File: config.mk
export PLATFORM = sky130hd
export DESIGN_NAME = hrc_cfg_regs
export DESIGN_NICKNAME = d
export VERILOG_FILES = /design/src/sv/hrc_pkg.sv /design/src/sv/hrc_cfg_regs.sv
export SDC_FILE = /design/constraint.sdc
export NUM_CORES = 1
export LEC_CHECK = 0
export BUFFER_PORTS_ARGS = -buffer_cell sky130_fd_sc_hd__buf_4
export CAP_MARGIN = 0
export CORE_MARGIN = 2
export CORE_UTILIZATION = 40
export DETAILED_ROUTE_END_ITERATION = 12
export PLACE_DENSITY = 0.65
export SLEW_MARGIN = 20
export SYNTH_ARGS = -nofsm -noshare
export SYNTH_HDL_FRONTEND = slang
export SYNTH_SLANG_ARGS = --single-unit
File: constraint.sdc
create_clock -name aclk -period 1.5 [get_ports aclk]
set_input_delay 0.15 -clock aclk [delete_from_list [all_inputs] [get_ports aclk]]
set_output_delay 0.15 -clock aclk [all_outputs]
set_load 0.02 [all_outputs]
File: src/sv/hrc_pkg.sv
// Shared types, constants and checksum helpers for the header randomizer.
`default_nettype none
package hrc_pkg;

    localparam int RAND_W = 31;
    localparam int REM_BITS = 4;
    localparam int REM_STAGES = 8;
    localparam int DIVD_W = REM_BITS * REM_STAGES;
    localparam int CFG_IDX_W = 3;
    localparam int CFG_DATA_W = 32;

    localparam logic [CFG_IDX_W-1:0] REG_SRC_PORT_LOW = 3'd0;
    localparam logic [CFG_IDX_W-1:0] REG_SRC_PORT_HIGH = 3'd1;
    localparam logic [CFG_IDX_W-1:0] REG_DST_PORT_LOW = 3'd2;
    localparam logic [CFG_IDX_W-1:0] REG_DST_PORT_HIGH = 3'd3;
    localparam logic [CFG_IDX_W-1:0] REG_DST_ADDR_BASE = 3'd4;
    localparam logic [CFG_IDX_W-1:0] REG_DST_ADDR_MASK = 3'd5;
    localparam logic [CFG_IDX_W-1:0] REG_SRC_ADDR_BASE = 3'd6;
    localparam logic [CFG_IDX_W-1:0] REG_SRC_ADDR_MASK = 3'd7;

    localparam logic [31:0] MASK_ALL_ONES = 32'hFFFF_FFFF;

    typedef struct packed {
        logic [15:0] src_port_low;
        logic [15:0] src_port_high;
        logic [15:0] dst_port_low;
        logic [15:0] dst_port_high;
        logic [31:0] dst_addr_base;
        logic [31:0] dst_addr_mask;
        logic [31:0] src_addr_base;
        logic [31:0] src_addr_mask;
    } cfg_t;

    typedef struct packed {
        logic [15:0]       old_src_port;
        logic [15:0]       old_dst_port;
        logic [31:0]       old_dst_addr;
        logic [31:0]       old_src_addr;
        logic [15:0]       old_ip_sum;
        logic [15:0]       old_tcp_sum;
        logic [RAND_W-1:0] rand_src_port;
        logic [RAND_W-1:0] rand_dst_port;
        logic [RAND_W-1:0] rand_dst_addr;
        logic [RAND_W-1:0] rand_src_addr;
    } item_t;

    typedef struct packed {
        logic [15:0] new_src_port;
        logic [15:0] new_dst_port;
        logic [31:0] new_dst_addr;
        logic [31:0] new_src_addr;
        logic [15:0] old_dst_port;
        logic [31:0] old_dst_addr;
        logic [31:0] old_src_addr;
        logic [15:0] ip_sum;
        logic [15:0] tcp_sum;
        logic        dport_en;
        logic        daddr_en;
        logic        saddr_en;
    } work_t;

    // Add the two 16-bit halves of an address.
    function automatic logic [16:0] word_sum(input logic [31:0] v);
        return 17'(v[31:16]) + 17'(v[15:0]);
    endfunction

    // Incremental checksum update: sum - new + old, folded twice.
    function automatic logic [15:0] fix_sum(input logic [15:0] sum,
                                            input logic [16:0] nw,
                                            input logic [16:0] ow);
        logic signed [18:0] acc;
        logic [17:0]        mag;
        logic [16:0]        f1;
        logic [16:0]        f2;
        acc = $signed({3'b000, sum}) - $signed({2'b00, nw}) + $signed({2'b00, ow});
        mag = acc[18] ? 18'(-acc) : acc[17:0];
        f1 = 17'(mag[17:16]) + 17'(mag[15:0]);
        f2 = f1 + 17'(f1[16]);
        return acc[18] ? ~f2[15:0] : f2[15:0];
    endfunction

endpackage
`default_nettype wire

File: src/sv/hrc_cfg_regs.sv
// Configuration register file for the header randomizer.
`default_nettype none
module hrc_cfg_regs (
    input  wire logic                           aclk,
    input  wire logic                           aresetn,
    input  wire logic                           cfg_valid,
    input  wire logic [hrc_pkg::CFG_IDX_W-1:0]  cfg_index,
    input  wire logic [hrc_pkg::CFG_DATA_W-1:0] cfg_data,
    output hrc_pkg::cfg_t                       cfg
);

    hrc_pkg::cfg_t cfg_reg;
    hrc_pkg::cfg_t cfg_next;

    // Decode the write word into its register
    always_comb begin
        cfg_next = cfg_reg;
        if (cfg_valid) begin
            case (cfg_index)
                hrc_pkg::REG_SRC_PORT_LOW:  cfg_next.src_port_low  = cfg_data[15:0];
                hrc_pkg::REG_SRC_PORT_HIGH: cfg_next.src_port_high = cfg_data[15:0];
                hrc_pkg::REG_DST_PORT_LOW:  cfg_next.dst_port_low  = cfg_data[15:0];
                hrc_pkg::REG_DST_PORT_HIGH: cfg_next.dst_port_high = cfg_data[15:0];
                hrc_pkg::REG_DST_ADDR_BASE: cfg_next.dst_addr_base = cfg_data;
                hrc_pkg::REG_DST_ADDR_MASK: cfg_next.dst_addr_mask = cfg_data;
                hrc_pkg::REG_SRC_ADDR_BASE: cfg_next.src_addr_base = cfg_data;
                hrc_pkg::REG_SRC_ADDR_MASK: cfg_next.src_addr_mask = cfg_data;
                default:                    cfg_next = cfg_reg;
            endcase
        end
    end

    always_ff @(posedge aclk) begin
        if (!aresetn) begin
            cfg_reg <= '{16'd0, 16'd0, 16'd0, 16'd0,
                         32'd0, hrc_pkg::MASK_ALL_ONES,
                         32'd0, hrc_pkg::MASK_ALL_ONES};
        end else begin
            cfg_reg <= cfg_next;
        end
    end

    assign cfg = cfg_reg;

endmodule
`default_nettype wire

* After elaboration in Yosys (flattened, before gate mapping)
Cells that the tools add are included. Widths: inputs -> output; s select.
Storage, ports and cells: bits of input ports 38, register bits after elaboration 192
Cells by class: reduce and logical (&&, ||, !) cells 9, equal/unequal tests 7
Operators by type and width (count):
- $reduce_and 2->1 | 8
- $eq 3x3->1 const B | 4
- $eq 3x2->1 const B | 2
- $eq 3x1->1 const B | 1
- $logic_not 3->1 | 1

* Longest topological paths before layout
depth in word-level cells 2, depth in mapped cells 5

* Worst setup path after synthesis
Ideal clock, no wire load.
path type input-to-reg, from in cfg_index[2] in the netlist's numbering, to reg cfg_reg, in the netlist cfg[184], stages on the path 5, path slack 0.213 ns, arrival time 1.164 ns, data required time 1.377 ns, path buffers 3, cells stage by stage clkbuf_1 or4b_4 buf_6 buf_6 mux2i_1
On the way: longest elaborated chain between the ends 2
RTL lines:
- start: declaration | RTL line hrc_cfg_regs.sv:7 | input wire logic [hrc_pkg::CFG_IDX_W-1:0] cfg_index,
- $logic_not 3->1 | RTL line hrc_cfg_regs.sv:19 | case (cfg_index)
- $reduce_and 2->1 (no source line)
- end signal: assignment | RTL line hrc_cfg_regs.sv:35 | cfg_reg <= '{16'd0, 16'd0, 16'd0, 16'd0,
- end signal: assignment | RTL line hrc_cfg_regs.sv:39 | cfg_reg <= cfg_next;
- end: declaration | RTL line hrc_cfg_regs.sv:12 | hrc_pkg::cfg_t cfg_reg;
Every way passes these cells. A chain may end at the register's enable or synchronous reset.

* Worst setup path after layout
from reg cfg_reg, in the netlist cfg[36], to out cfg[36] in the netlist's numbering
RTL lines:
- end: declaration | RTL line hrc_cfg_regs.sv:9 | output hrc_pkg::cfg_t cfg
No word-level cell between the ends.

==> results.txt <==
----------------------------------------------------
[Outcome]
  Outcome ... finished, final reports clean

[STA]
  Worst-Margin Slew ... 0.402 ns
  Final Max Tran Viols ... 0
  Final-layout worst hold slack ... 0.00807 ns
  Highest clock frequency the design can meet ... 915 MHz
  Final cycle utilization of the critical path ... 72.8%
  Max-slew headroom at the worst pin ... 73.2%
  Setup violation total in the final timing report ... 0
  Final hold viol count ... 0
  Unrepaired setup endpoints after global routing ... false
  Aggregate negative setup slack ... 0 ns
  Final Critical Period ... 1.09 ns
  Max Clock Skew ... 0 ns

[Setup path]
  Master of the slowest instance on the critical path ... dfxtp_1
  Critical path endpoint category ... primary output
  Worst Setup Path Type ... flop to primary output
  Worst reg-to-reg setup slack ... 0.86 ns
  Worst path required time ... 1.35 ns
  Critical-path maximum fanout ... 2
  Combined buffer and inverter count along the critical path ... 1
  Critical path cell sequence ... buf_4
  Startpoint type of the worst setup path ... flop
  Family of cells with the greatest summed delay on the critical path ... flip-flops
  Max incr delay on CP ... 0.36 ns
  Worst endpoint data arrival time ... 0.94 ns

[Clocking]
  Total clock buffers created by CTS ... 17
  Number of H-tree levels ... 4
  CTS tree ... built
  Post-CTS Resized ... 0
  Clk sinks ... 192
  Clk pin slew, worst setup/hold paths ... 0.07 ns
  Clk Latency, worst-skew pair ... 0.42 ns
  Clock tree root driver cell ... clkbuf_16
  Worst-case clock buffer depth ... 2

[Logic synthesis]
  Fraction of the mapped netlist area in simple logic gates ... 17.5%
  Xor/xnor share of the synthesized area ... 0%
  Cell taking the most area after synthesis ... dfxtp_1
  Cell types occupying the most area after synthesis ... dfxtp_1 53%, mux2i_1 26%, nand2_1 8.2%, nor2b_1 8.2%, clkbuf_1 1.4%
  Fraction of the mapped netlist area in compound gates ... 0%
  Mux share of post-synthesis cell area ... 26.3%
  Avg Cell Area, Syn ... 10.4 µm²
  Flop and latch count out of synthesis ... 192
  YS warnings ... 0
  Syn nets ... 739
  Count of cell types in the netlist ... 15
  Combinational family with the most area after synthesis ... multiplexers
  Count of mapped cells out of synthesis ... 701
  Post-Synthesis Cell Area ... 0.00730 mm²
  Share of the yosys chip area belonging to registers ... 52.6%
  Fraction of the mapped netlist area in adder cells ... 0%
  Portion of synthesized cell area occupied by the leading cell type ... 52.6%

[Cells and area]
  Final std cells w/o fill ... 1,169
  FF+latch area ... 0.00384 mm²
  Final nets ... 965
  Ratio of cells with drive above 1 in the final layout ... 30.0%
  Syn-to-layout area delta ... 37.9%
  Fill cell total of the finished layout ... 1,600
  Utilization of the core after routing ... 56.1%
  Total inserted antenna cells ... 0
  Number of flip-flops under the largest register name ... 192
  Area used by multi-input combinational logic ... 0.00323 mm²

[Pwr]
  Worst ir drop on vdd ... 746 µV
  Static leakage ... 4.73 nW
  PD cells ... 1080 mW/mm²
  Overall Power ... 10.8 mW

[Routing]
  First DRT Iteration DRCs ... 227
  Detailed-route wire length ... 19,600 µm
  DR WL/cell ... 16.7 µm
  Final ANT Viol Nets ... 0
  Number of detailed-routing iterations run before antenna repair ... 4
  Total vias in the final route ... 5,504
  Vias/cell ... 4.71
  Remaining routing DRC violations ... 0

[GRT]
  Global-route wire length before repair ... 30,800 µm
  Tot GR Track Use ... 20.0%
  Via count of the first global-routing pass ... 5,508
  Busiest metal layer after global routing ... met2
  Number of antenna violations at the first check in global routing ... 0
  Met1 Resource Use GR ... 26.1%
  GRT Residual Overflow ... 0
  Met3 track demand over resource in global routing ... 7.01%
  Fraction of met2 tracks used by global routing ... 31.7%
  Pin count of the biggest net entering global routing ... 97

[Floorplanning]
  Horizontal die dimension ... 139 µm
  Number of standard-cell rows in the floorplan ... 49
  Core Footprint ... 0.0180 mm²
  Area enclosed by the die boundary ... 0.0194 mm²
  Starting Density ... 40.7%
  Number of ports placed on the die boundary ... 230
  DIE HEIGHT ... 139 µm

[Placement]
  Port buffer count ... 229
  Number of placed cells counting well taps ... 1,123
  Detailed-placement wirelength estimate ... 13,500 µm
  RD Place Congestion ... 0.770

[Flow run]
  Max-Cap Viols ... 0

[Min path]
  Worst min path class ... primary input to flop

----------------------------------------------------
## cells in the final DEF (no fill, tap or decap)
cell type | Yosys | final
inv_8 | 0 | 1
clkinv_4 | 0 | 1
clkbuf_16 | 0 | 17
inv_6 | 0 | 3
or4b_4 | 1 | 1
dfxtp_1 | 192 | 192
clkinvlp_4 | 0 | 5
nand4_1 | 1 | 1
nor2b_1 | 96 | 96
nor4bb_4 | 0 | 2
buf_4 | 4 | 235
buf_6 | 3 | 1
and4b_2 | 0 | 1
nand4b_1 | 2 | 2
clkinv_2 | 0 | 2
mux2i_1 | 192 | 192
clkbuf_8 | 0 | 1
nand2_1 | 160 | 160
bufinv_16 | 0 | 2
buf_12 | 0 | 10
dlygate4sd3_1 | 0 | 14
nand4bb_1 | 1 | 1
## what timing repair did
action,in CTS,in global routing
endpoints found under the hold margin,16,0
hold buffers,14,0
buffers inserted,0,0
endpoints found under the setup margin,0,0
## kinds of logic (layout without fill, tap and decap cells)
group / count (synthesis) / count (layout)
buffers and inverters: 53 / 292
DFF: 192 / 192
and+or+nand+nor: 264 / 264
muxes: 192 / 192
## per-layer routing
layer | up-vias | part of all wire [%]
met4 | 0 | 0.95
met1 | 2575 | 47
li1 | 2755 | -
met5 | - | 0
met2 | 158 | 44
met3 | 16 | 7.4
## final cells by class
| type | instances | area share, % |
|---|---|---|
| multi-input combinational | 456 | 32.1 |
| clock buffer | 18 | 4.36 |
| timing repair buffer | 260 | 21.0 |
| sequential | 192 | 38.2 |
| tap | 229 | 2.84 |
| clock inverter | 14 | 1.53 |
## stage by stage
| step | setup slack (ns) | instance area, µm² |
|---|---|---|
| 3_3_place_gp | 0.171 | 9340 |
| 2_1_floorplan | 0.213 | 7300 |
| 6_report | 0.408 | 10100 |
| 5_1_grt | 0.368 | 10100 |
| 4_1_cts | 0.392 | 10100 |
| 3_5_place_dp | 0.165 | 9340 |
## where the power goes
group | internal, mW | switching (mW)
clock network | 2.53 | 2.04
logic | 0.441 | 0.552
registers | 5.21 | 0.0618
total | 8.18 | 2.66
## cell usage after synthesis
cell and instances:
dfxtp_1 192, mux2i_1 192, nand2_1 160, nor2b_1 96, clkbuf_1 27, buf_2 18, buf_4 4, buf_6 3
nand4b_1 2, nor4bb_1 2, and4b_1 1, buf_1 1, nand4_1 1, nand4bb_1 1, or4b_4 1
## worst paths after layout
check	from	to	cells past startpoint
hold reg to reg	cfg[125]	cfg[125]	2
setup reg to reg	cfg[84]	cfg[84]	2
setup / recovery	cfg[36]	cfg[36]	1
hold / removal	cfg_data[20]	cfg[20]	3
Power figures use the tool's default switching activity.
