[src/sv/hrc_pkg.sv]
// Shared types, constants and checksum helpers for the header randomizer.
`default_nettype none
package hrc_pkg;

    localparam int RAND_W = 31;
    localparam int REM_BITS = 4;
    localparam int REM_STAGES = 8;
    localparam int DIVD_W = REM_BITS * REM_STAGES;
    localparam int CFG_IDX_W = 3;
    localparam int CFG_DATA_W = 32;

    localparam logic [CFG_IDX_W-1:0] REG_SRC_PORT_LOW = 3'd0;
    localparam logic [CFG_IDX_W-1:0] REG_SRC_PORT_HIGH = 3'd1;
    localparam logic [CFG_IDX_W-1:0] REG_DST_PORT_LOW = 3'd2;
    localparam logic [CFG_IDX_W-1:0] REG_DST_PORT_HIGH = 3'd3;
    localparam logic [CFG_IDX_W-1:0] REG_DST_ADDR_BASE = 3'd4;
    localparam logic [CFG_IDX_W-1:0] REG_DST_ADDR_MASK = 3'd5;
    localparam logic [CFG_IDX_W-1:0] REG_SRC_ADDR_BASE = 3'd6;
    localparam logic [CFG_IDX_W-1:0] REG_SRC_ADDR_MASK = 3'd7;

    localparam logic [31:0] MASK_ALL_ONES = 32'hFFFF_FFFF;

    typedef struct packed {
        logic [15:0] src_port_low;
        logic [15:0] src_port_high;
        logic [15:0] dst_port_low;
        logic [15:0] dst_port_high;
        logic [31:0] dst_addr_base;
        logic [31:0] dst_addr_mask;
        logic [31:0] src_addr_base;
        logic [31:0] src_addr_mask;
    } cfg_t;

    typedef struct packed {
        logic [15:0]       old_src_port;
        logic [15:0]       old_dst_port;
        logic [31:0]       old_dst_addr;
        logic [31:0]       old_src_addr;
        logic [15:0]       old_ip_sum;
        logic [15:0]       old_tcp_sum;
        logic [RAND_W-1:0] rand_src_port;
        logic [RAND_W-1:0] rand_dst_port;
        logic [RAND_W-1:0] rand_dst_addr;
        logic [RAND_W-1:0] rand_src_addr;
    } item_t;

    typedef struct packed {
        logic [15:0] new_src_port;
        logic [15:0] new_dst_port;
        logic [31:0] new_dst_addr;
        logic [31:0] new_src_addr;
        logic [15:0] old_dst_port;
        logic [31:0] old_dst_addr;
        logic [31:0] old_src_addr;
        logic [15:0] ip_sum;
        logic [15:0] tcp_sum;
        logic        dport_en;
        logic        daddr_en;
        logic        saddr_en;
    } work_t;

    // Add the two 16-bit halves of an address.
    function automatic logic [16:0] word_sum(input logic [31:0] v);
        return 17'(v[31:16]) + 17'(v[15:0]);
    endfunction

    // Incremental checksum update: sum - new + old, folded twice.
    function automatic logic [15:0] fix_sum(input logic [15:0] sum,
                                            input logic [16:0] nw,
                                            input logic [16:0] ow);
        logic signed [18:0] acc;
        logic [17:0]        mag;
        logic [16:0]        f1;
        logic [16:0]        f2;
        acc = $signed({3'b000, sum}) - $signed({2'b00, nw}) + $signed({2'b00, ow});
        mag = acc[18] ? 18'(-acc) : acc[17:0];
        f1 = 17'(mag[17:16]) + 17'(mag[15:0]);
        f2 = f1 + 17'(f1[16]);
        return acc[18] ? ~f2[15:0] : f2[15:0];
    endfunction

endpackage
`default_nettype wire

[src/sv/hrc_rem_stage.sv]
// One stage of the pipelined remainder: REM_BITS restoring steps, registered.
`default_nettype none
module hrc_rem_stage (
    input  wire logic                         aclk,
    input  wire logic                         ce,
    input  wire logic [15:0]                  rem_i,
    input  wire logic [hrc_pkg::REM_BITS-1:0] bits_i,
    input  wire logic [15:0]                  div_i,
    output logic [15:0]                       rem_o
);

    logic [15:0] rem_reg;
    logic [15:0] rem_next;

    // Shift in one dividend bit per step and subtract when it fits
    always_comb begin
        logic [16:0] t;
        rem_next = rem_i;
        for (int i = hrc_pkg::REM_BITS - 1; i >= 0; i--) begin
            t = {rem_next, bits_i[i]};
            if (t >= 17'(div_i)) begin
                t = t - 17'(div_i);
            end
            rem_next = t[15:0];
        end
    end

    always_ff @(posedge aclk) begin
        if (ce) begin
            rem_reg <= rem_next;
        end
    end

    assign rem_o = rem_reg;

endmodule
`default_nettype wire
[config.mk]
export PLATFORM = sky130hd
export DESIGN_NAME = hrc_rem_stage
export DESIGN_NICKNAME = d
export VERILOG_FILES = /design/src/sv/hrc_pkg.sv /design/src/sv/hrc_rem_stage.sv
export SDC_FILE = /design/constraint.sdc
export NUM_CORES = 1
export LEC_CHECK = 0
export BUFFER_PORTS_ARGS = -buffer_cell sky130_fd_sc_hd__buf_2
export CAP_MARGIN = 30
export CORE_MARGIN = 1.5
export CORE_UTILIZATION = 50
export DETAILED_ROUTE_END_ITERATION = 16
export PLACE_DENSITY = 0.71
export REMOVE_ABC_BUFFERS = 1
export SLEW_MARGIN = 25
export SYNTH_ARGS = -nofsm -noshare
export SYNTH_HDL_FRONTEND = slang
export SYNTH_SLANG_ARGS = --single-unit
[constraint.sdc]
create_clock -name aclk -period 14.3 [get_ports aclk]
set_clock_uncertainty 0.1 [all_clocks]
set_input_delay 1.43 -clock aclk [delete_from_list [all_inputs] [get_ports aclk]]
set_output_delay 1.43 -clock aclk [all_outputs]
set_load 0.02 [all_outputs]
* Yosys cells after proc, flatten, opt, wreduce, memory -nomap -nowiden
Cells that the tools add are included.
** Word-level totals
- Bits of input ports :: 38
- Register bits after elaboration :: 16
- Word-level logic and storage cells :: 13
- Output and inout port bits :: 16
** Cells by class
- Add/subtract/negate cells :: 4
- $lt $le $gt $ge :: 4
- Mux-type cells :: 4
** Operators with widths (number)
- $ge 17x16->1 :: 4
- $mux 16 :: 4
- $sub 16x16->16 :: 4

* Depth between registers and ports, before layout
Gate-level depths: netlist of the first run.
- Depth after elaboration :: 8
- Depth in mapped cells :: 46

* Worst setup path before layout of the first run
Ideal clock, no wire load.
- Path type :: input -> register
- From :: input div_i[1]
- To :: register rem_reg[10] (netlist: rem_o[10]), data pin
- Required time :: 13940 ps
- Stages :: 44
- Path buffers :: 6
- Arrival time :: 10415 ps
- Setup slack :: 3524 ps
- Cells stage by stage :: inv_1 -> ha_1 -> nor2b_1 -> o2111ai_1 -> a32oi_2 -> a211oi_1 -> or2_0 -> buf_2 -> clkbuf_1 -> mux2_2 -> ha_1 -> a211o_1 -> o211ai_1 -> o21ai_0 -> a21oi_1 -> a21oi_1 -> a21o_1 -> a21o_1 -> [... 8 more ...] -> a21oi_1 -> o21ai_0 -> a21oi_2 -> buf_6 -> mux2i_1 -> ha_1 -> nor2b_1 -> o21a_1 -> o21ai_0 -> a21oi_1 -> o41ai_1 -> o21ai_0 -> a311oi_1 -> o21ai_0 -> a211o_1 -> buf_6 -> buf_12 -> mux2_4
** On the way
- Longest elaborated chain between the ends :: 8
- Elaborated cells between the ends (all ways) :: 12
- Classes of those cells :: add/sub (4); order compare (4); mux (4)
** Ends and longest elaborated chain
- start: declaration :: line hrc_rem_stage.sv:8 : input wire logic [15:0] div_i,
- $sub 16x16->16 / $ge 17x16->1 (equally long branches) :: line hrc_rem_stage.sv:22, hrc_rem_stage.sv:21
- $mux 16 :: line hrc_rem_stage.sv:21 : if (t >= 17'(div_i)) begin
- $sub 16x16->16 / $ge 17x16->1 (equally long branches) :: line hrc_rem_stage.sv:22, hrc_rem_stage.sv:21
- $mux 16 :: line hrc_rem_stage.sv:21
- $sub 16x16->16 / $ge 17x16->1 (equally long branches) :: line hrc_rem_stage.sv:22, hrc_rem_stage.sv:21
- $mux 16 :: line hrc_rem_stage.sv:21
- $sub 16x16->16 / $ge 17x16->1 (equally long branches) :: line hrc_rem_stage.sv:22, hrc_rem_stage.sv:21
- $mux 16 (*) :: line hrc_rem_stage.sv:21
- via rem_next[10] :: line hrc_rem_stage.sv:13 : logic [15:0] rem_next;
- end signal: assignment :: line hrc_rem_stage.sv:30 : rem_reg <= rem_next;
- end: declaration :: line hrc_rem_stage.sv:12 : logic [15:0] rem_reg;
Mark *: on every way through the listed nets, which the timed path passes. The rest lies on a longest branch.
A chain may end at the register's enable or synchronous reset.

* Worst setup path after layout of the first run
- From :: input div_i[1]
- To :: register rem_reg[7] (netlist: rem_o[7]), data pin
Same word-level chain as after synthesis.

==> impl_metrics.sql, run 1 <==
INSERT INTO impl_metrics (metric_group, metric, value, unit) VALUES
('run_status', 'run_status', 'finished, final reports clean', ''),
('synthesis', 'netlist_instances', '494', ''),
('synthesis', 'synth.cell_area', '4143', 'sq um'),
('cts', 'ctsLongestPathBuffers', '2', ''),
('hold_path', 'holdCritStartpoint', 'bits_i[0]', ''),
('run', 'cap_violations', '0', ''),
('timing', 'setup-violations-final', '0', ''),
('worst_setup_path', 'crit_start', 'div_i[1]', ''),
('synthesis', 'synth-warning-count', '0', ''),
('cts', 'clk_transition_reported_paths', '0.06', 'ns'),
('timing', 'layout_setup_ws', '2.527', 'ns'),
('timing', 'slew-limit-headroom', '48.16', '%'),
('placement', 'final_wtd_congestion', '0.9382', ''),
('cts', 'number_of_clock_sinks_seen_by_cts', '16', ''),
('timing', 'min_period', '11.77', 'ns'),
('routing', 'wire_per_inst', '15.70', 'um'),
('global_routing', 'grt-ovfl-total', '0', ''),
('final_layout', 'post_layout_nonfiller_instances', '651', ''),
('power', 'vdd.ir_drop.worst', '0.1401', 'mV'),
('routing', 'routed_wl', '10220', 'um'),
('routing', 'routed_via_density', '5.939', ''),
('worst_setup_path', 'cp_data_required_time', '14.20', 'ns'),
('worst_setup_path', 'worstPathArrival', '11.68', 'ns'),
('global_routing', 'grt_pass1_vias', '3689', ''),
('routing', 'drtPass1Iterations', '5', ''),
('routing', 'via_count', '3866', ''),
('floorplan', 'die-area', '8841', 'sq um'),
('timing', 'hold_viol_final', '0', ''),
('worst_setup_path', 'cp_slowest_stage_delay', '0.58', 'ns'),
('timing', 'rsz0062_at_grt', 'false', ''),
('timing', 'finalMaxSlewViolations', '0', ''),
('power', 'leakagePower', '2.088', 'nW'),
('timing', 'tightestPinTransition', '0.7775', 'ns'),
('floorplan', 'initial_core_util', '50.93', '%'),
('floorplan', 'io_pins', '54', ''),
('placement', 'post-place-ws', '2.381', 'ns'),
('synthesis', 'synth_sequential_area_ratio', '11.60', '%'),
('worst_setup_path', 'cpMaxStageDelayCell', 'sky130_fd_sc_hd__a211o_1', ''),
('final_layout', 'design.final.nets', '653', ''),
('worst_setup_path', 'critPathMaxFanout', '24', ''),
('routing', 'drt_iter0_drc', '193', ''),
('cts', 'cts.hold.buffers_added', '0', ''),
('worst_setup_path', 'critical_path_destination', 'rem_o[7]', ''),
('cts', 'cts-buffers-inserted', '3', ''),
('final_layout', 'drive_above_1_share', '20.51', '%'),
('cts', 'cts_tree', 'done', ''),
('global_routing', 'grt_start_max_net_pins', '25', ''),
('timing', 'fin_setup_tns', '0', 'ns'),
('cts', 'post_cts.repair.setup_buffers', '0', ''),
('placement', 'dpl_cell_area', '4494', 'sq um'),
('floorplan', 'floorplan.rows', '33', ''),
('synthesis', 'post_synth_num_cell_types', '57', ''),
('global_routing', 'wire_length_of_the_first_global_routing_pass', '16790', 'um'),
('global_routing', 'all_layer_gr_usage', '23.53', '%'),
('final_layout', 'most-common-layout-cells', 'sky130_fd_sc_hd__ha_1 (64), sky130_fd_sc_hd__buf_2 (53), sky130_fd_sc_hd__a21oi_1 (39)', ''),
('routing', 'highest_layer', 'met4', ''),
('final_layout', 'antenna_cells_inserted', '0', ''),
('synthesis', 'synth-main-ff-cell', 'sky130_fd_sc_hd__edfxtp_1', ''),
('cts', 'cts.htree.levels', '1', ''),
('synthesis', 'syn_avg_cell_area', '8.386', 'sq um'),
('power', 'cellPowerDensity', '283.2', 'nW/um^2'),
('timing', 'timing.fmax', '0.08494', 'GHz'),
('timing', 'timing.final.crit_share', '82.33', '%'),
('final_layout', 'largest_register_ffs', '16', ''),
('synthesis', 'synth-async-reset-ratio', '0', '%'),
('placement', 'dpl.hpwl', '8622', 'um'),
('cts', 'post_cts_resized', '0', ''),
('final_layout', 'finalInstanceArea', '4539', 'sq um'),
('global_routing', 'antenna_violations_before_repair', '0', ''),
('worst_setup_path', 'criticalPathCategory', 'input pin to flip-flop', ''),
('hold_path', 'hp-class', 'input pin to flip-flop', '');
==> cells in the mapped netlist (3+ instances only) <==
cell type                  number  area, sq um
sky130_fd_sc_hd__a211o_1        4        35.03
sky130_fd_sc_hd__or4_1          3        22.52
sky130_fd_sc_hd__nor2_1        33        123.9
sky130_fd_sc_hd__or2_2          3        18.77
sky130_fd_sc_hd__a21oi_1       39        195.2
sky130_fd_sc_hd__mux2i_1        6        60.06
sky130_fd_sc_hd__o21a_1        14        105.1
sky130_fd_sc_hd__ha_1          64        800.8
sky130_fd_sc_hd__xor2_1        15        131.4
sky130_fd_sc_hd__nand2_1       28        105.1
sky130_fd_sc_hd__a211oi_1       8        60.06
sky130_fd_sc_hd__mux2_4         9        135.1
sky130_fd_sc_hd__nor2b_1       10        62.56
sky130_fd_sc_hd__edfxtp_1      16        480.5
sky130_fd_sc_hd__a21o_1        17        127.6
sky130_fd_sc_hd__o21ai_0       38        190.2
sky130_fd_sc_hd__nand4_1       10        62.56
sky130_fd_sc_hd__xnor2_1       32        280.3
sky130_fd_sc_hd__a31oi_1        5        31.28
sky130_fd_sc_hd__nand3_1        8        40.04
sky130_fd_sc_hd__or3_1          3        18.77
sky130_fd_sc_hd__inv_1         33        123.9
sky130_fd_sc_hd__nand2b_1       5        31.28
sky130_fd_sc_hd__nor3_1         5        25.02
sky130_fd_sc_hd__fa_1           4        80.08
sky130_fd_sc_hd__mux2_2        38        427.9
sky130_fd_sc_hd__o31ai_1        4        30.03
==> power breakdown <==
group	switching (mW)	internal, mW
Combinational	0.564	0.563
Clock	0.0162	0.0191
Sequential	0.00481	0.118
Total	0.585	0.701
==> how the worst min path moves through the flow <==
stage               end  cells past startpoint  slack, ns
3_5_place_dp   rem_o[0]                      3       1.68
3_3_place_gp   rem_o[0]                      3       1.71
5_1_grt        rem_o[0]                      3       1.43
2_1_floorplan  rem_o[0]                      0       1.44
6_report       rem_o[0]                      3       1.44
4_1_cts        rem_o[0]                      3       1.42
==> critical path, delay by kind of cell <==
family / cells / cell delay [ns]
AOI/OAI and AO/OA: 22 / 5.51
muxes: 4 / 1.64
adders and majority gates: 4 / 1.30
and+or+nand+nor: 7 / 1.13
buffers and inverters: 3 / 0.63
==> cell families (layout without fill, tap and decap cells) <==
family,after synthesis,after routing,share of synthesized area (%)
and+or+nand+nor,118,118,14.10
buffers and inverters,40,92,4.440
muxes,53,53,15.04
adders and majority gates,68,68,21.26
xor gates and xnor gates,47,47,9.937
AOI/OAI and AO/OA,152,152,23.62
DFF,16,16,11.60
==> per-layer routing <==
metal,global-route usage (%),vias to the layer above
met5,0,-
met4,5.721,0
met3,2.023,19
met2,41.12,127
met1,31.07,1767
li1,-,1953
==> layout make-up <==
| type | instances | area, sq um |
|---|---|---|
| inverters | 33 | 123.9 |
| multi-input cells | 438 | 3478 |
| well taps | 105 | 131.4 |
| flip-flops and latches | 16 | 480.5 |
| fillers | 759 | 3595 |
| repair buffers | 55 | 280.3 |
| clock buffers | 3 | 41.29 |
| clock inverters | 1 | 3.754 |
==> stage by stage <==
stage	util [%]	hold slack, ns	power [mW]
after floorplan	-	1.443	1.040
after global placement	55.25	1.714	1.219
after detailed placement	55.25	1.685	1.239
after CTS	55.81	1.419	1.281
after global routing	55.81	1.434	1.404
final	55.81	1.436	1.286
Power figures use the tool's default switching activity.
==> run 2, diff against run 1 <==
- ABC_AREA: default -> 1
- PLACE_DENSITY: 0.71 -> 0.72
- clock period: 14.3 -> 10.7 ns (I/O delays scaled with it)
==> run 2 against run 1 <==
Net effect:
- sequential share of layout area fell by 1.5 points
- hold slack lost 0.40 ns
- power rose by 37%
- clock-buffer cell count is the same
- core utilization grew 0.60 points
- sequential cell count unchanged
- sequential power grew 33%
- non-clock buffer count fell by 1
- wire length up 39%
- final cell count up 49%
- synthesized cell count increased by 61%
==> impl_metrics.sql, run 2 <==
INSERT INTO impl_metrics (metric_group, metric, value, unit) VALUES
('hold_path', 'hp-class', 'input pin to flip-flop', ''),
('power', 'seqPwrFrac', '9.3', '%'),
('power', 'power_switching_share', '57.89', '%'),
('placement', 'placement.io_buffers', '53', ''),
('worst_setup_path', 'cp_common_cell', 'sky130_fd_sc_hd__nand2_1', ''),
('placement', 'dpl.hpwl', '12000', 'um'),
('timing', 'timing.final.crit_share', '86.08', '%'),
('timing', 'tightestPinTransition', '0.8919', 'ns'),
('final_layout', 'antenna_cells_inserted', '0', ''),
('final_layout', 'most-common-layout-cells', 'sky130_fd_sc_hd__nand2_1 (265), sky130_fd_sc_hd__inv_1 (110), sky130_fd_sc_hd__nand3_1 (78)', ''),
('floorplan', 'die_h', '101.7', 'um'),
('synthesis', 'syn_avg_cell_area', '6.124', 'sq um'),
('routing', 'drtPass1Iterations', '5', ''),
('synthesis', 'synth-main-ff-cell', 'sky130_fd_sc_hd__edfxtp_1', ''),
('synthesis', 'synth_edf_count', '16', ''),
('final_layout', 'area_growth', '7.931', '%'),
('cts', 'cts.htree.levels', '1', ''),
('run', 'cap_violations', '0', ''),
('synthesis', 'synth.top_cells.by_area', 'sky130_fd_sc_hd__nand2_1 (20%), sky130_fd_sc_hd__ha_1 (16%), sky130_fd_sc_hd__edfxtp_1 (9.9%), sky130_fd_sc_hd__inv_1 (8.5%), sky130_fd_sc_hd__nand3_1 (8.0%)', ''),
('worst_setup_path', 'cp_slowest_stage_delay', '0.42', 'ns'),
('cts', 'ctsLongestPathBuffers', '2', ''),
('cts', 'post_cts.repair.setup_buffers', '0', ''),
('power', 'cellInternalPower', '744.2', 'uW'),
('timing', 'fin_setup_tns', '0', 'ns'),
('placement', 'final_wtd_congestion', '1.049', ''),
('power', 'clkPwrFrac', '2.6', '%'),
('worst_setup_path', 'worstPathArrival', '9.23', 'ns'),
('hold_path', 'worstHoldPathCells', '3', ''),
('global_routing', 'all_layer_gr_usage', '27.83', '%'),
('timing', 'setup-violations-final', '0', ''),
('routing', 'routed_via_density', '5.447', ''),
('synthesis', 'synth.cell_area', '4875', 'sq um'),
('power', 'cellPowerDensity', '335.9', 'nW/um^2'),
('floorplan', 'floorplan.rows', '35', ''),
('floorplan', 'die_x', '101.7', 'um'),
('timing', 'finalMaxSlewViolations', '0', ''),
('routing', 'routed_wl', '14210', 'um'),
('synthesis', 'post_synth_num_cell_types', '44', ''),
('synthesis', 'yosys.area.top_type_share', '20.41', '%'),
('timing', 'hold_viol_final', '0', ''),
('synthesis', 'netlist_instances', '796', ''),
('cts', 'cts.hold.buffers_added', '0', ''),
('final_layout', 'drive_above_1_share', '12.25', '%'),
('hold_path', 'holdCritStartpoint', 'bits_i[0]', ''),
('floorplan', 'initial_core_util', '52.26', '%'),
('worst_setup_path', 'cp_data_required_time', '10.71', 'ns'),
('routing', 'wire_per_inst', '14.65', 'um'),
('power', 'leakagePower', '2.930', 'nW'),
('global_routing', 'grt_start_max_net_pins', '19', ''),
('hold_path', 'holdPathEnd', 'rem_o[0]', ''),
('cts', 'clk_transition_reported_paths', '0.07', 'ns'),
('worst_setup_path', 'cpMaxStageDelayCell', 'sky130_fd_sc_hd__ha_1', ''),
('synthesis', 'yosys_register_bits', '16', ''),
('worst_setup_path', 'critPathLaunchType', 'input pin', ''),
('routing', 'drcViolationCount', '0', ''),
('floorplan', 'core-area', '9328', 'sq um'),
('global_routing', 'grt_pass1_vias', '4691', ''),
('timing', 'hold_ws', '1.037', 'ns'),
('final_layout', 'largest_register_ffs', '16', ''),
('synthesis', 'synth_sequential_area_ratio', '9.856', '%'),
('routing', 'via_count', '5284', ''),
('synthesis', 'synth_top_cells_by_count', 'sky130_fd_sc_hd__nand2_1 (265), sky130_fd_sc_hd__inv_1 (110), sky130_fd_sc_hd__nand3_1 (78)', ''),
('run_status', 'run_status', 'finished, final reports clean', ''),
('global_routing', 'antenna_violations_before_repair', '0', ''),
('cts', 'number_of_clock_sinks_seen_by_cts', '16', ''),
('power', 'p_switching', '1.023', 'mW'),
('floorplan', 'die-area', '10350', 'sq um'),
('worst_setup_path', 'cp-end-kind', 'flip-flop', ''),
('global_routing', 'wire_length_of_the_first_global_routing_pass', '22990', 'um'),
('cts', 'post_cts_resized', '0', ''),
('routing', 'drt_iter0_drc', '409', ''),
('timing', 'min_period', '9.211', 'ns'),
('cts', 'cts_tree', 'done', ''),
('worst_setup_path', 'criticalPathCategory', 'input pin to flip-flop', ''),
('cts', 'cts-buffers-inserted', '3', ''),
('synthesis', 'yosys.cell_count.top_type', 'sky130_fd_sc_hd__nand2_1', ''),
('final_layout', 'design.final.nets', '948', ''),
('power', 'vdd.ir_drop.worst', '0.1981', 'mV'),
('timing', 'slew-limit-headroom', '39.91', '%'),
('power', 'pwr-share-comb', '88.1', '%'),
('timing', 'timing.fmax', '0.1086', 'GHz'),
('synthesis', 'post-synth-top-area-cell', 'sky130_fd_sc_hd__nand2_1', ''),
('global_routing', 'grt-ovfl-total', '0', ''),
('timing', 'rsz0062_at_grt', 'false', ''),
('worst_setup_path', 'critPathMaxFanout', '18', ''),
('routing', 'ant_nets', '0', ''),
('worst_setup_path', 'crit_start', 'div_i[11]', ''),
('synthesis', 'synth-async-reset-ratio', '0', '%'),
('synthesis', 'synth-warning-count', '0', ''),
('final_layout', 'final_common_cell', 'sky130_fd_sc_hd__nand2_1', ''),
('cts', 'clock-root-buffer', 'sky130_fd_sc_hd__clkbuf_8', ''),
('floorplan', 'io_pins', '54', '');
[run 2: cells by family after synthesis]
kind of cell / Yosys count / synth area share (%)
AOI/OAI and AO/OA: 99 / 11.37
xor gates and xnor gates: 47 / 8.445
adders and majority gates: 68 / 18.07
buffers and inverters: 126 / 10.60
DFF: 16 / 9.856
and+or+nand+nor: 440 / 41.66
[run 2: layer usage]
layer / vias up / part of all wire (%) / global-route usage, %
met2: 218 / 42 / 43.69
met3: 10 / 8.6 / 4.141
met4: 0 / 0.58 / 1.496
li1: 2685 / - / -
met1: 2371 / 49 / 41.91
met5: - / 0 / 0
[run 2: worst max-delay path, delay by kind of cell]
family | cells | cell delay (ns)
simple gates | 22 | 3.30
buf+inv | 5 | 0.46
fa+ha+maj | 4 | 1.55
compound gates | 12 | 2.80
[run 2: final cells by class]
type                       count  area, sq um
tap                          129        161.4
clock buffer                   3        41.29
multi-input combinational    654         3877
timing repair buffer          54        272.8
inverter                     113        424.2
clock inverter                 1        3.754
fill                         945         4066
sequential                    16        480.5
[run 2: stage by stage]
stage          total power [mW]  utilization [%]  cells  setup slack [ns]  cell area, sq um
3_3_place_gp              1.664            55.92    966             1.605              5216
3_5_place_dp              1.690            55.92    966             1.532              5216
5_1_grt                   1.970            56.41    970            0.7356              5261
4_1_cts                   1.743            56.41    970             1.718              5261
6_report                  1.767            56.41    970             1.489              5261
2_1_floorplan             1.367                -    783             2.725              4782
[run 2: worst max path at each step]
stage | slack, ns | cells after the start | to
after floorplan | 2.73 | 47 | rem_o[0]
after global placement | 1.60 | 43 | rem_o[12]
after detailed placement | 1.53 | 43 | rem_o[9]
after CTS | 1.72 | 43 | rem_o[9]
after global routing | 0.74 | 45 | rem_o[3]
final | 1.49 | 43 | rem_o[9]
[run 2: power groups by stage]
stage	clock [mW]	combinational [mW]	sequential, mW
after detailed placement	0	1.52	0.166
final	0.0466	1.56	0.164
after global placement	0	1.50	0.164
after CTS	0.0470	1.53	0.164
after floorplan	0	1.16	0.211
after global routing	0.0496	1.75	0.167
==> run 3, diff against run 2 <==
- CORE_ASPECT_RATIO: default -> 0.5
==> run 3 against run 2 <==
Net effect:
- core utilization is 0.35 points lower
- final cell count is 0.52% higher
- non-clock buffer count is 1 lower
- largest power group unchanged
==> impl_metrics.sql, run 3 (synthesis results as in run 2) <==
INSERT INTO impl_metrics (metric_group, metric, value, unit) VALUES
('run_status', 'run_status', 'finished, final reports clean', ''),
('routing', 'routed_wl', '12560', 'um'),
('power', 'clkPwrFrac', '4.0', '%'),
('final_layout', 'largest_register_ffs', '16', ''),
('worst_setup_path', 'criticalPathCategory', 'input pin to flip-flop', ''),
('floorplan', 'die-area', '10390', 'sq um'),
('routing', 'drt_iter0_drc', '269', ''),
('global_routing', 'grt_pass1_vias', '4389', ''),
('power', 'seqPwrFrac', '9.4', '%'),
('worst_setup_path', 'cp_data_required_time', '10.71', 'ns'),
('routing', 'ant_nets', '0', ''),
('timing', 'tightestPinTransition', '0.7305', 'ns'),
('timing', 'min_period', '9.496', 'ns'),
('cts', 'cts-buffers-inserted', '3', ''),
('worst_setup_path', 'critPathMaxFanout', '18', ''),
('final_layout', 'area_growth', '8.624', '%'),
('final_layout', 'antenna_cells_inserted', '0', ''),
('cts', 'clock-root-buffer', 'sky130_fd_sc_hd__clkbuf_16', ''),
('cts', 'number_of_clock_sinks_seen_by_cts', '16', ''),
('worst_setup_path', 'cpMaxStageDelayCell', 'sky130_fd_sc_hd__a21oi_2', ''),
('power', 'cellInternalPower', '761.3', 'uW'),
('cts', 'post_cts.repair.setup_buffers', '0', ''),
('hold_path', 'hp-class', 'input pin to flip-flop', ''),
('placement', 'placement.io_buffers', '53', ''),
('worst_setup_path', 'worstPathArrival', '9.51', 'ns'),
('floorplan', 'io_pins', '54', ''),
('routing', 'wire_per_inst', '12.88', 'um'),
('timing', 'fin_setup_tns', '0', 'ns'),
('routing', 'drcViolationCount', '0', ''),
('routing', 'routed_via_density', '5.172', ''),
('floorplan', 'core-area', '9447', 'sq um'),
('run', 'cap_violations', '0', ''),
('placement', 'dpl.hpwl', '11010', 'um'),
('worst_setup_path', 'cp-end-kind', 'flip-flop', ''),
('cts', 'ctsLongestPathBuffers', '2', ''),
('timing', 'timing.fmax', '0.1053', 'GHz'),
('timing', 'slew-limit-headroom', '51.30', '%'),
('final_layout', 'final_common_cell', 'sky130_fd_sc_hd__nand2_1', ''),
('worst_setup_path', 'cp_slowest_stage_delay', '0.61', 'ns'),
('power', 'power_switching_share', '56.27', '%'),
('timing', 'rsz0062_at_grt', 'false', ''),
('timing', 'setup-violations-final', '0', ''),
('cts', 'cts_tree', 'done', ''),
('floorplan', 'initial_core_util', '51.60', '%'),
('cts', 'cts.htree.levels', '1', ''),
('power', 'pwr-share-comb', '86.6', '%'),
('placement', 'final_wtd_congestion', '0.9764', ''),
('power', 'total_power', '1.741', 'mW'),
('final_layout', 'design.final.nets', '947', ''),
('global_routing', 'wire_length_of_the_first_global_routing_pass', '20420', 'um'),
('power', 'vdd.ir_drop.worst', '0.1310', 'mV'),
('power', 'leakagePower', '2.941', 'nW'),
('timing', 'timing.final.crit_share', '88.74', '%'),
('cts', 'post_cts_resized', '0', ''),
('timing', 'finalMaxSlewViolations', '0', ''),
('floorplan', 'die_x', '142.6', 'um'),
('cts', 'clk_transition_reported_paths', '0.05', 'ns'),
('worst_setup_path', 'critical_path.top_delay_family', 'compound AO/OA/AOI/OAI gates', ''),
('final_layout', 'drive_above_1_share', '12.14', '%'),
('global_routing', 'grt_start_max_net_pins', '19', ''),
('final_layout', 'layout.core_utilization', '56.05', '%'),
('timing', 'hold_viol_final', '0', ''),
('floorplan', 'floorplan.rows', '25', ''),
('global_routing', 'antenna_violations_before_repair', '0', ''),
('final_layout', 'most-common-layout-cells', 'sky130_fd_sc_hd__nand2_1 (265), sky130_fd_sc_hd__inv_1 (110), sky130_fd_sc_hd__nand3_1 (78)', ''),
('global_routing', 'grt-ovfl-total', '0', ''),
('global_routing', 'all_layer_gr_usage', '24.46', '%'),
('power', 'p_switching', '979.4', 'uW'),
('worst_setup_path', 'critical_path.n_buffers_inverters', '7', ''),
('worst_setup_path', 'cp_common_cell', 'sky130_fd_sc_hd__nand2_1', ''),
('cts', 'cts.hold.buffers_added', '0', ''),
('routing', 'drtPass1Iterations', '6', ''),
('worst_setup_path', 'critPathLaunchType', 'input pin', ''),
('power', 'cellPowerDensity', '328.7', 'nW/um^2'),
('floorplan', 'die_h', '72.82', 'um'),
('routing', 'via_count', '5043', '');
## run 3: per-layer routing
layer,global-route usage [%],up-vias,part of all wire (%)
met4,6.186,0,1.7
met3,0.4593,20,5.3
met2,40.56,164,42
met1,35.54,2179,51
met5,0,-,0
li1,-,2680,-
## run 3: layout make-up
class,instances,area (sq um)
fill,1010,4151
clock buffer,3,75.07
timing repair buffer,53,265.3
sequential,16,480.5
tap,135,168.9
inverter,113,424.2
clock inverter,1,3.754
multi-input combinational,654,3877
## run 3: worst paths after layout
check / to / start / depth (start not counted)
worst max-delay path: rem_o[8] / div_i[8] / 43
worst min-delay path: rem_o[0] / bits_i[0] / 3
## run 3: worst min-delay path, delay by kind of cell
family                 cells  cell delay, ns
and+or+nand+nor            2            0.13
buffers and inverters      1            0.10
## run 3: power groups by stage
| stage | Combinational, mW | Clock, mW | Sequential [mW] |
|---|---|---|---|
| finish | 1.51 | 0.0703 | 0.163 |
| global route | 1.70 | 0.0734 | 0.167 |
| CTS | 1.49 | 0.0708 | 0.163 |
| detailed placement | 1.49 | 0 | 0.164 |
| global placement | 1.48 | 0 | 0.165 |
| floorplan | 1.16 | 0 | 0.211 |
## run 3: through the flow
stage                     instances  cell area (sq um)  setup slack, ns  hold slack (ns)
after global routing            975               5295           0.5965            1.092
after CTS                       975               5295            1.385            1.061
after detailed placement        971               5216            1.149            1.300
after global placement          971               5216            1.266            1.298
final                           975               5295            1.204            1.064
after floorplan                 783               4782            2.725            1.083
